$ cat config.mk
export PLATFORM = sky130hd
export DESIGN_NAME = box_downsample_threshold_bitpack
export DESIGN_NICKNAME = d
export VERILOG_FILES = /design/src/rtl/bdtb_pkg.sv /design/src/rtl/bdtb_cell.sv /design/src/rtl/bdtb_fifo.sv /design/src/rtl/box_downsample_threshold_bitpack.sv
export VERILOG_INCLUDE_DIRS = /design/src /design/src/rtl
export SDC_FILE = /design/constraint.sdc
export NUM_CORES = 2
export LEC_CHECK = 0
export ABC_CLOCK_PERIOD_IN_PS = 15350
export BUFFER_PORTS_ARGS = -buffer_cell sky130_fd_sc_hd__buf_2
export CORE_ASPECT_RATIO = 1.2
export CORE_MARGIN = 2
export CORE_UTILIZATION = 44
export CTS_CLUSTER_DIAMETER = 30
export DETAILED_ROUTE_END_ITERATION = 7
export HOLD_SLACK_MARGIN = 0.06
export SKIP_LAST_GASP = 1
export SLEW_MARGIN = 40
export SYNTH_ARGS = -nofsm -noshare
export SYNTH_HDL_FRONTEND = slang
export SYNTH_SLANG_ARGS = --single-unit
$ cat constraint.sdc
create_clock -name clk -period 15.35 [get_ports clk]
set_input_delay 1.535 -clock clk [delete_from_list [all_inputs] [get_ports clk]]
set_output_delay 1.535 -clock clk [all_outputs]
set_load 0.005 [all_outputs]
$ cat src/rtl/box_downsample_threshold_bitpack_assert.svh
// Assertion macros for the box downsample threshold bitpack block.
// Included by modules that assert; expects clk and rst_n in scope.
`ifndef BOX_DOWNSAMPLE_THRESHOLD_BITPACK_ASSERT_SVH
`define BOX_DOWNSAMPLE_THRESHOLD_BITPACK_ASSERT_SVH

// condition holds at every clock edge out of reset
`define BDTB_ASSERT(label, cond, msg) \
    label: assert property (@(posedge clk) disable iff (!rst_n) (cond)) \
        else $error(msg);

// same-cycle implication
`define BDTB_ASSERT_IMP(label, ante, cons, msg) \
    label: assert property (@(posedge clk) disable iff (!rst_n) (ante) |-> (cons)) \
        else $error(msg);

// next-cycle implication
`define BDTB_ASSERT_NEXT(label, ante, cons, msg) \
    label: assert property (@(posedge clk) disable iff (!rst_n) (ante) |=> (cons)) \
        else $error(msg);

`endif

$ cat src/rtl/bdtb_pkg.sv
// Package for the box downsample threshold bitpack block.
// Shared types and fixed constants; no dependencies.
package bdtb_pkg;

    localparam int VALUE_W    = 8;
    localparam int COORD_W    = 13;
    localparam int CNT_W      = 9;
    localparam int SUM_W      = 26;
    localparam int AREA_W     = 2 * CNT_W;
    localparam int FIFO_DEPTH = 8;

    localparam logic [6:0]         DARK_LEVEL = 7'd127;
    localparam logic [VALUE_W-1:0] END_MARK   = 8'hff;

    localparam logic [CNT_W-1:0] CELL_WIDTH_RESET  = 9'd50;
    localparam logic [CNT_W-1:0] CELL_HEIGHT_RESET = 9'd28;

    typedef enum logic [1:0] {
        REG_REGION_LEFT = 2'd0,
        REG_REGION_TOP  = 2'd1,
        REG_CELL_WIDTH  = 2'd2,
        REG_CELL_HEIGHT = 2'd3
    } bdtb_reg_t;

    // broadcast to every cell
    typedef struct packed {
        logic step;
        logic advance;
        logic band_end;
    } bdtb_ctrl_t;

    typedef struct packed {
        logic [VALUE_W-1:0] sprite_byte;
        logic               sprite_done;
        logic               last_of_run;
    } bdtb_out_t;

endpackage

$ cat src/rtl/bdtb_cell.sv
// One grid column cell: band accumulator, band snapshot and threshold test.
// The column token rotates through the ring of cells. Uses bdtb_pkg.
module bdtb_cell #(
    parameter bit FIRST = 1'b0
) (
    input  logic                           clk,
    input  logic                           rst_n,
    input  bdtb_pkg::bdtb_ctrl_t           ctrl,
    input  logic [bdtb_pkg::VALUE_W-1:0]   value,
    input  logic                           token_in,
    output logic                           token_out,
    input  logic [bdtb_pkg::SUM_W-1:0]     limit,
    output logic                           dark
);
    import bdtb_pkg::*;

    logic             token_reg;
    logic             token_next;
    logic [SUM_W-1:0] sum_reg;
    logic [SUM_W-1:0] sum_next;
    logic [SUM_W-1:0] hold_reg;
    logic [SUM_W-1:0] hold_next;
    logic [SUM_W-1:0] sum_plus;
    logic             hit;

    assign hit      = ctrl.step & token_reg;
    assign sum_plus = sum_reg + SUM_W'(value);

    always_comb
    begin
        sum_next   = sum_reg;
        hold_next  = hold_reg;
        token_next = token_reg;
        if (ctrl.band_end)
        begin
            hold_next = hit ? sum_plus : sum_reg;
            sum_next  = '0;
        end
        else if (hit)
        begin
            sum_next = sum_plus;
        end
        if (ctrl.step && ctrl.advance)
        begin
            token_next = token_in;
        end
    end

    always_ff @(posedge clk or negedge rst_n)
    begin
        if (!rst_n)
        begin
            token_reg <= FIRST;
            sum_reg   <= '0;
        end
        else
        begin
            token_reg <= token_next;
            sum_reg   <= sum_next;
        end
    end

    always_ff @(posedge clk)
    begin
        hold_reg <= hold_next;
    end

    assign token_out = token_reg;
    assign dark      = hold_reg < limit;

endmodule

$ cat src/rtl/bdtb_fifo.sv
// Output queue for packed sprite words.
// Register-based circular buffer, power-of-two depth; no package use.
module bdtb_fifo #(
    parameter int WIDTH = 10,
    parameter int DEPTH = 8
) (
    input  logic                       clk,
    input  logic                       rst_n,
    input  logic                       push,
    input  logic [WIDTH-1:0]           push_data,
    input  logic                       pop,
    output logic                       out_valid,
    output logic [WIDTH-1:0]           out_data,
    output logic [$clog2(DEPTH+1)-1:0] level
);
    localparam int PTR_W = $clog2(DEPTH);
    localparam int LVL_W = $clog2(DEPTH + 1);

    logic [WIDTH-1:0] mem_reg [DEPTH];
    logic [PTR_W-1:0] wr_ptr_reg;
    logic [PTR_W-1:0] wr_ptr_next;
    logic [PTR_W-1:0] rd_ptr_reg;
    logic [PTR_W-1:0] rd_ptr_next;
    logic [LVL_W-1:0] count_reg;
    logic [LVL_W-1:0] count_next;
    logic             do_pop;

    assign do_pop = pop & (count_reg != '0);

    always_comb
    begin
        wr_ptr_next = push ? wr_ptr_reg + 1'b1 : wr_ptr_reg;
        rd_ptr_next = do_pop ? rd_ptr_reg + 1'b1 : rd_ptr_reg;
        count_next  = count_reg + LVL_W'(push) - LVL_W'(do_pop);
    end

    always_ff @(posedge clk or negedge rst_n)
    begin
        if (!rst_n)
        begin
            wr_ptr_reg <= '0;
            rd_ptr_reg <= '0;
            count_reg  <= '0;
        end
        else
        begin
            wr_ptr_reg <= wr_ptr_next;
            rd_ptr_reg <= rd_ptr_next;
            count_reg  <= count_next;
        end
    end

    always_ff @(posedge clk)
    begin
        if (push)
        begin
            mem_reg[wr_ptr_reg] <= push_data;
        end
    end

    assign out_valid = count_reg != '0;
    assign out_data  = mem_reg[rd_ptr_reg];
    assign level     = count_reg;

endmodule

$ cat src/rtl/box_downsample_threshold_bitpack.sv
// Top level: box downsample, binary threshold and bit packing of a pixel stream.
// Uses bdtb_pkg, bdtb_cell, bdtb_fifo and the assertion header.
//
//  channel   dir  handshake             payload
//  s_axis    in   tvalid/tready         tdata: pix_level, pixel_col, pixel_row
//  m_axis    out  tvalid/tready         tdata: sprite_byte; tuser: sprite_done;
//                                       tlast: last_of_run
//  cfg       in   cfg_we                cfg_addr, cfg_wdata
//
// One pixel word per cycle while tready is high. A band's completing pixel is staged,
// then loaded into the serializer, which puts its bytes into the output queue one byte
// per cycle. s_axis_tready drops while queued plus pending bytes exceed the queue depth
// less the largest burst. Reset is asynchronous and clears the running sums and counters.
`include "box_downsample_threshold_bitpack_assert.svh"

module box_downsample_threshold_bitpack #(
    parameter int GRID_COLUMNS = 24,
    parameter int GRID_ROWS    = 21,
    parameter int COORD_LIMIT  = 8192
) (
    input  logic        clk,
    input  logic        rst_n,
    input  logic        s_axis_tvalid,
    output logic        s_axis_tready,
    input  logic [39:0] s_axis_tdata,   // pix_level[7:0], pixel_col[20:8], pixel_row[33:21]
    output logic        m_axis_tvalid,
    input  logic        m_axis_tready,
    output logic [7:0]  m_axis_tdata,   // sprite_byte[7:0]
    output logic        m_axis_tuser,   // sprite_done[0]
    output logic        m_axis_tlast,
    input  logic        cfg_we,
    input  logic [1:0]  cfg_addr,
    input  logic [12:0] cfg_wdata
);
    import bdtb_pkg::*;

    localparam int BAND_BYTES = (GRID_COLUMNS + 7) / 8;
    localparam int BITS_W     = BAND_BYTES * 8;
    localparam int MAX_BURST  = BAND_BYTES + 1;
    localparam int SER_W      = $clog2(MAX_BURST + 1);
    localparam int OCC_W      = $clog2(FIFO_DEPTH + 1);
    localparam int COLS_W     = $clog2(GRID_COLUMNS + 1);
    localparam int ROWS_W     = $clog2(GRID_ROWS + 1);
    localparam int SPAN_X_W   = CNT_W + COLS_W;
    localparam int SPAN_Y_W   = CNT_W + ROWS_W;
    localparam int RIGHT_W    = ((SPAN_X_W > COORD_W) ? SPAN_X_W : COORD_W) + 1;
    localparam int BOTTOM_W   = ((SPAN_Y_W > COORD_W) ? SPAN_Y_W : COORD_W) + 1;
    localparam int LIM_W      = $clog2(COORD_LIMIT + 1);
    localparam int CMP_W      = (LIM_W > COORD_W) ? LIM_W : COORD_W;
    localparam int BAND_W     = (GRID_ROWS > 1) ? $clog2(GRID_ROWS) : 1;
    localparam int OUT_W      = $bits(bdtb_out_t);

    // configuration
    logic [COORD_W-1:0] region_left_reg;
    logic [COORD_W-1:0] region_top_reg;
    logic [CNT_W-1:0]   cell_width_reg;
    logic [CNT_W-1:0]   cell_height_reg;
    logic [AREA_W-1:0]  area_reg;
    logic [SUM_W-1:0]   limit;

    // raster counters
    logic [CNT_W-1:0]   x_reg;
    logic [CNT_W-1:0]   x_next;
    logic [CNT_W-1:0]   y_reg;
    logic [CNT_W-1:0]   y_next;
    logic [BAND_W-1:0]  band_reg;
    logic [BAND_W-1:0]  band_next;

    logic [VALUE_W-1:0] pix_level;
    logic [COORD_W-1:0] pixel_col;
    logic [COORD_W-1:0] pixel_row;
    logic [SPAN_X_W-1:0] span_x;
    logic [SPAN_Y_W-1:0] span_y;
    logic [RIGHT_W-1:0]  right_edge;
    logic [BOTTOM_W-1:0] bottom_edge;
    logic                in_region;
    logic                accept;
    logic [CNT_W-1:0]    x_inc;
    logic [CNT_W-1:0]    y_inc;
    logic                advance;
    logic                row_end;
    logic                band_done;
    logic                sprite_end;
    bdtb_ctrl_t          ctrl;

    logic [GRID_COLUMNS-1:0] tok_vec;
    logic [GRID_COLUMNS-1:0] dark_vec;
    logic [BITS_W-1:0]       packed_bits;

    // band serializer
    logic               pend_reg;
    logic               pend_term_reg;
    logic [BITS_W-1:0]  ser_bits_reg;
    logic [BITS_W-1:0]  ser_bits_next;
    logic [SER_W-1:0]   ser_cnt_reg;
    logic [SER_W-1:0]   ser_cnt_next;
    logic               ser_term_reg;
    logic               push;
    logic               band_byte;
    bdtb_out_t          push_data;

    // output queue credit
    logic [OCC_W-1:0]   occ_reg;
    logic [OCC_W-1:0]   occ_next;
    logic [OCC_W-1:0]   burst;
    logic               pop;
    logic [OCC_W-1:0]   fifo_level;
    logic [OUT_W-1:0]   fifo_out;
    bdtb_out_t          out_word;

    assign pix_level = s_axis_tdata[7:0];
    assign pixel_col = s_axis_tdata[20:8];
    assign pixel_row = s_axis_tdata[33:21];

    always_ff @(posedge clk or negedge rst_n)
    begin
        if (!rst_n)
        begin
            region_left_reg <= '0;
            region_top_reg  <= '0;
            cell_width_reg  <= CELL_WIDTH_RESET;
            cell_height_reg <= CELL_HEIGHT_RESET;
        end
        else if (cfg_we)
        begin
            case (cfg_addr)
                REG_REGION_LEFT: region_left_reg <= cfg_wdata;
                REG_REGION_TOP:  region_top_reg  <= cfg_wdata;
                REG_CELL_WIDTH:  cell_width_reg  <= cfg_wdata[CNT_W-1:0];
                REG_CELL_HEIGHT: cell_height_reg <= cfg_wdata[CNT_W-1:0];
                default:         ;
            endcase
        end
    end

    // area is registered from the cell size registers; the compare snapshot is loaded
    // in the cycle after the band-ending pixel is accepted
    always_ff @(posedge clk)
    begin
        area_reg <= AREA_W'(cell_width_reg) * AREA_W'(cell_height_reg);
    end

    assign limit = (SUM_W'(area_reg) << 7) - SUM_W'(area_reg);

    always_comb
    begin
        span_x      = SPAN_X_W'(cell_width_reg) * SPAN_X_W'(GRID_COLUMNS);
        span_y      = SPAN_Y_W'(cell_height_reg) * SPAN_Y_W'(GRID_ROWS);
        right_edge  = RIGHT_W'(region_left_reg) + RIGHT_W'(span_x);
        bottom_edge = BOTTOM_W'(region_top_reg) + BOTTOM_W'(span_y);
        in_region   = (CMP_W'(pixel_col) < CMP_W'(COORD_LIMIT))
                    && (CMP_W'(pixel_row) < CMP_W'(COORD_LIMIT))
                    && (pixel_col >= region_left_reg)
                    && (RIGHT_W'(pixel_col) < right_edge)
                    && (pixel_row >= region_top_reg)
                    && (BOTTOM_W'(pixel_row) < bottom_edge);
    end

    assign accept = s_axis_tvalid & s_axis_tready;

    always_comb
    begin
        x_inc      = x_reg + 1'b1;
        y_inc      = y_reg + 1'b1;
        advance    = x_inc >= cell_width_reg;
        row_end    = advance & tok_vec[GRID_COLUMNS-1];
        band_done  = row_end & (y_inc >= cell_height_reg);
        sprite_end = band_done & (band_reg == BAND_W'(GRID_ROWS - 1));

        ctrl.step     = accept & in_region;
        ctrl.advance  = advance;
        ctrl.band_end = ctrl.step & band_done;

        x_next    = x_reg;
        y_next    = y_reg;
        band_next = band_reg;
        if (ctrl.step)
        begin
            x_next = advance ? '0 : x_inc;
            if (row_end)
            begin
                y_next = band_done ? '0 : y_inc;
            end
            if (band_done)
            begin
                band_next = sprite_end ? '0 : band_reg + 1'b1;
            end
        end
    end

    always_ff @(posedge clk or negedge rst_n)
    begin
        if (!rst_n)
        begin
            x_reg    <= '0;
            y_reg    <= '0;
            band_reg <= '0;
        end
        else
        begin
            x_reg    <= x_next;
            y_reg    <= y_next;
            band_reg <= band_next;
        end
    end

    genvar g;
    generate
        for (g = 0; g < GRID_COLUMNS; g++)
        begin : g_cell
            bdtb_cell #(
                .FIRST (1'(g == 0))
            ) u_cell (
                .clk       (clk),
                .rst_n     (rst_n),
                .ctrl      (ctrl),
                .value     (pix_level),
                .token_in  (tok_vec[(g + GRID_COLUMNS - 1) % GRID_COLUMNS]),
                .token_out (tok_vec[g]),
                .limit     (limit),
                .dark      (dark_vec[g])
            );
        end
    endgenerate

    // first cell lands in the highest used bit
    always_comb
    begin
        packed_bits = '0;
        for (int c = 0; c < GRID_COLUMNS; c++)
        begin
            packed_bits[GRID_COLUMNS-1-c] = dark_vec[c];
        end
    end

    always_comb
    begin
        push      = ser_cnt_reg != '0;
        band_byte = !(ser_term_reg && (ser_cnt_reg == SER_W'(1)));
        push_data.sprite_byte = band_byte ? ser_bits_reg[BITS_W-1 -: 8] : END_MARK;
        push_data.sprite_done = !band_byte;
        push_data.last_of_run = ser_cnt_reg == SER_W'(1);

        ser_bits_next = ser_bits_reg;
        ser_cnt_next  = ser_cnt_reg;
        if (pend_reg)
        begin
            ser_bits_next = packed_bits;
            ser_cnt_next  = SER_W'(BAND_BYTES) + SER_W'(pend_term_reg);
        end
        else if (push)
        begin
            ser_cnt_next = ser_cnt_reg - 1'b1;
            if (band_byte)
            begin
                ser_bits_next = ser_bits_reg << 8;
            end
        end
    end

    always_ff @(posedge clk or negedge rst_n)
    begin
        if (!rst_n)
        begin
            pend_reg      <= 1'b0;
            pend_term_reg <= 1'b0;
            ser_cnt_reg   <= '0;
            ser_term_reg  <= 1'b0;
        end
        else
        begin
            pend_reg    <= ctrl.band_end;
            ser_cnt_reg <= ser_cnt_next;
            if (ctrl.band_end)
            begin
                pend_term_reg <= sprite_end;
            end
            if (pend_reg)
            begin
                ser_term_reg <= pend_term_reg;
            end
        end
    end

    always_ff @(posedge clk)
    begin
        ser_bits_reg <= ser_bits_next;
    end

    // credit counts queued bytes plus bytes promised by accepted band ends
    always_comb
    begin
        pop      = m_axis_tvalid & m_axis_tready;
        burst    = ctrl.band_end ? OCC_W'(BAND_BYTES) + OCC_W'(sprite_end) : '0;
        occ_next = occ_reg + burst - OCC_W'(pop);
    end

    always_ff @(posedge clk or negedge rst_n)
    begin
        if (!rst_n)
        begin
            occ_reg <= '0;
        end
        else
        begin
            occ_reg <= occ_next;
        end
    end

    assign s_axis_tready = occ_reg <= OCC_W'(FIFO_DEPTH - MAX_BURST);

    bdtb_fifo #(
        .WIDTH (OUT_W),
        .DEPTH (FIFO_DEPTH)
    ) u_fifo (
        .clk       (clk),
        .rst_n     (rst_n),
        .push      (push),
        .push_data (push_data),
        .pop       (pop),
        .out_valid (m_axis_tvalid),
        .out_data  (fifo_out),
        .level     (fifo_level)
    );

    assign out_word     = bdtb_out_t'(fifo_out);
    assign m_axis_tdata = out_word.sprite_byte;
    assign m_axis_tuser = out_word.sprite_done;
    assign m_axis_tlast = out_word.last_of_run;

    `BDTB_ASSERT(a_token_onehot, $onehot(tok_vec), "column token lost or duplicated")
    `BDTB_ASSERT(a_credit_covers_queue, occ_reg >= fifo_level, "queue credit below fill")
    `BDTB_ASSERT_IMP(a_no_load_while_busy, pend_reg, ser_cnt_reg == '0, "band load overlaps burst")
    `BDTB_ASSERT_NEXT(a_band_end_loads, ctrl.band_end, pend_reg, "band end not staged")
    `BDTB_ASSERT_IMP(a_done_is_last, push && push_data.sprite_done, push_data.last_of_run, "terminator not last")

endmodule
==> summary.md <==
| Metric | Value |
|---|---|
| Setup slack, reg-to-reg | 6820 ps |
| Final cycle utilization of the critical path | 55.6% |
| Fraction of synthesis flops using an asynchronous set or reset pin | 49.6% |
| Post-synthesis area per instance | 11.3 um2 |
| Remaining routing DRC violations | 0 |
| Unrepaired setup endpoints after global routing | no |
| Number of buffers inserted by port buffering | 65 |
| Rows | 181 |
| Count of mapped cells out of synthesis | 7923 |
| Number of global-route vias before repair | 68900 |
| Synth top cells by count | ha_1, dfrtp_1, edfxtp_1, nand2_1, a21oi_1 |
| Period minus WS final | 8530 ps |
| Count of state elements after synthesis | 1481 |
| Number of warning messages in the yosys log | 0 |
| Nature of the critical path endpoint | register |
| Post-DP HPWL | 165000 um |
| Placed cell count | 10500 |
| Cell with the most instances after synthesis | ha_1 |
| Number of cells on the worst reg-to-reg path | 22 |
| Fraction of the yosys area taken by sequential cells | 45.5% |
| Worst-Margin Slew | 892 ps |
| Worst setup SP type | register |
| Count of flip-flops with a built-in enable after synthesis | 728 |
| Drt first-iter violations | 4200 |
| End point of the critical path | g_cell[21].u_cell.hold_reg[9] |
| CTS resizes | 0 |
| Largest buffer count on any clock path | 4 |
| Effective utilization at floorplan | 44.2% |
| Max-slew violation count | 0 |
| Number of buffers added by the clock tree synthesis step | 360 |
| Fin Setup TNS | 0 ps |
| Clock-pin slew reported for the worst setup and hold paths after clock tree synthesis | 50 ps |
| Final Hold Fails | 0 |
| Post-layout worst setup margin | 6820 ps |
| Total routing usage reported by global routing | 24.9% |
| Final count of negative-setup-slack endpoints | 0 |
| Grt total ovfl | 0 |
| Pre-CTS setup slack | 6880 ps |
| Predominant post-synthesis flop cell | edfxtp_1 |
| Wire length of the first global-routing pass | 397000 um |
| Worst setup skew after layout | 116 ps |
| Origin of the critical flop-to-flop path | cell_height_reg[0] |
| Post-route cell area | 106000 um2 |
| Worst-path maximum fanout | 106 |
| Total length of routed wires | 258000 um |
| Capture instance of the worst register-to-register path | g_cell[21].u_cell.hold_reg[9] |
| Total number of vias | 65300 |
| Result of the run | finished clean |
| Lkg Pwr | 0.0463 uW |
| Biggest area contributors in the synthesized netlist | edfxtp_1, dfrtp_1, ha_1 |
| Arrival time at the worst endpoint | 9050 ps |
| Count of boundary I/O pins | 72 |
| Die width | 415 um |
| Die outline area | 207000 um2 |
| Pin count of the biggest net entering global routing | 162 |
| Worst supply voltage drop on vdd | 590 uV |
| Data required time at the worst endpoint | 15870 ps |
| Path type of the worst min-delay path | reg -> reg |
| Maximum clock frequency | 0.117 GHz |
| TritonCTS clock tree | yes |
| Syn Nets | 9063 |
| Final non-filler cell total | 11200 |
| Synth Cell Area | 89300 um2 |
| CTS Root Cell | clkbuf_16 |
| Count of distinct cell types in the synthesized netlist | 89 |
| Die H | 498 um |
| Area of the placeable core | 202000 um2 |
| Area Growth Syn to Fin | 18.5% |
| Final estimated routing congestion in global placement | 0.846 |
| Initial antenna violation count | 8 |
| Most area-hungry cell type in the Yosys netlist | edfxtp_1 |
| Hold-fix buffers at CTS | 0 |
| Via density per instance | 5.85 |
| Power Dens Cells | 225 nW/um2 |
| Worst slew margin | 40.5% |
| Remaining number of nets flagged by the antenna check after routing | 0 |
| Launch point of the critical path | cell_height_reg[0] |
| Setup fix buffers added after clock tree synthesis | 0 |
| Critical path class | reg -> reg |
| CTS Sinks | 1481 |
| Detailed-route wire length per cell | 23.1 um |
| Skew-Pair Late Insertion Delay | 980 ps |
| Cell area after placement | 93500 um2 |
| Total Nets Final | 9360 |
| Worst hold slack across all endpoints | 490 ps |
| Area share of the leading cell type in the synthesized netlist | 24.5% |
| TritonRoute pass-1 iters | 5 |
| Htree depth | 5 |
| Share of cells above drive strength 1 | 13.8% |
| Number of maximum-capacitance violations | 0 |
-- cell families after synthesis --
kind of cell             share of synthesized area [%]
buffers and inverters                             2.67
flip-flops                                        45.5
AO/OA/AOI/OAI                                     14.3
AND/OR/NAND/NOR                                   12.0
XOR/XNOR                                          5.02
multiplexers                                      4.60
adder cells (fa/ha/maj)                           15.9
-- cell type report --
type,instances,area (um2)
Inverter,330,1250
Timing Repair Buffer,207,1660
Tap cell,2653,3320
Sequential cell,1481,40600
Clock inverter,211,2490
Antenna cell,4,10.0
Clock buffer,435,9650
Fill cell,17200,96400
Multi-Input combinational cell,5840,46800
-- worst max-delay path: stages (launching register included) --
cell and delay, ps:
dfrtp_1 720, ha_1 340, ha_1 270, inv_1 50, fa_1 540, inv_1 40
ha_1 350, a211o_1 310, o211ai_1 150, a22oi_1 160, a221o_1 370, xnor2_1 170
ha_1 260, a211oi_1 260, nand3_1 310, o21a_2 500, a21oi_4 260, nand2_4 340
inv_8 720, buf_12 190, buf_16 390, buf_16 410, buf_6 690
-- per-layer routing --
layer	routed length [um]	global-route usage (%)	up-vias	part of all wire (%)
met5	0	0	-	0
met1	104000	29.5	32600	40
met3	13500	4.11	628	5.2
li1	-	-	30200	-
met4	12100	12.1	0	4.7
met2	129000	43.6	1877	50
-- power by group --
group,switching (uW),leakage [uW],internal (uW)
Combinational,8080,0.0252,3750
Sequential,112,0.0152,4230
Clock,2400,0.00590,5200
Total,10600,0.0463,13200
-- worst min-delay path by stage --
stage                     slack (ps)  depth (start not counted)          from           end
final                            490                          2      y_reg[5]      y_reg[5]
after global routing             530                          1  ser_term_reg  ser_term_reg
after CTS                        490                          2      y_reg[5]      y_reg[5]
after detailed placement         480                          2      y_reg[5]      y_reg[5]
after global placement           470                          2      y_reg[5]      y_reg[5]
after floorplan                  450                          2      y_reg[5]      y_reg[5]
-- metrics by stage --
step	utilization, %	total power, uW
2_1_floorplan	-	11300
3_3_place_gp	46.1	15600
3_5_place_dp	46.2	16000
4_1_cts	52.3	23700
5_1_grt	52.3	25100
6_report	52.3	23800
-- cells in the final DEF, fill, tap and decap left out, types with 30 or more instances in the layout --
cell / instances
ha_1: 986
edfxtp_1: 728
dfrtp_1: 726
nand2_1: 481
a21oi_1: 450
and2_1: 427
a21o_1: 408
o21ai_0: 377
clkbuf_16: 363
inv_1: 329
xnor2_1: 254
xor2_1: 239
mux2_2: 228
nor2_1: 206
nand3_1: 185
nand4_1: 155
a2111oi_0: 134
and3_1: 113
mux2i_1: 109
buf_4: 104
a211oi_1: 96
fa_1: 94
or3_1: 75
buf_2: 72
nand2b_1: 71
o21a_1: 60
o21bai_1: 60
clkinv_2: 59
nor2b_1: 58
o31ai_1: 54
nor3_1: 51
bufinv_16: 45
or4_1: 44
clkbuf_1: 42
and4_1: 41
o211ai_1: 40
o2111ai_1: 35
clkinvlp_4: 31
clkbuf_8: 30
clkinv_4: 30
No activity file was read; power rests on OpenSTA's default activity.
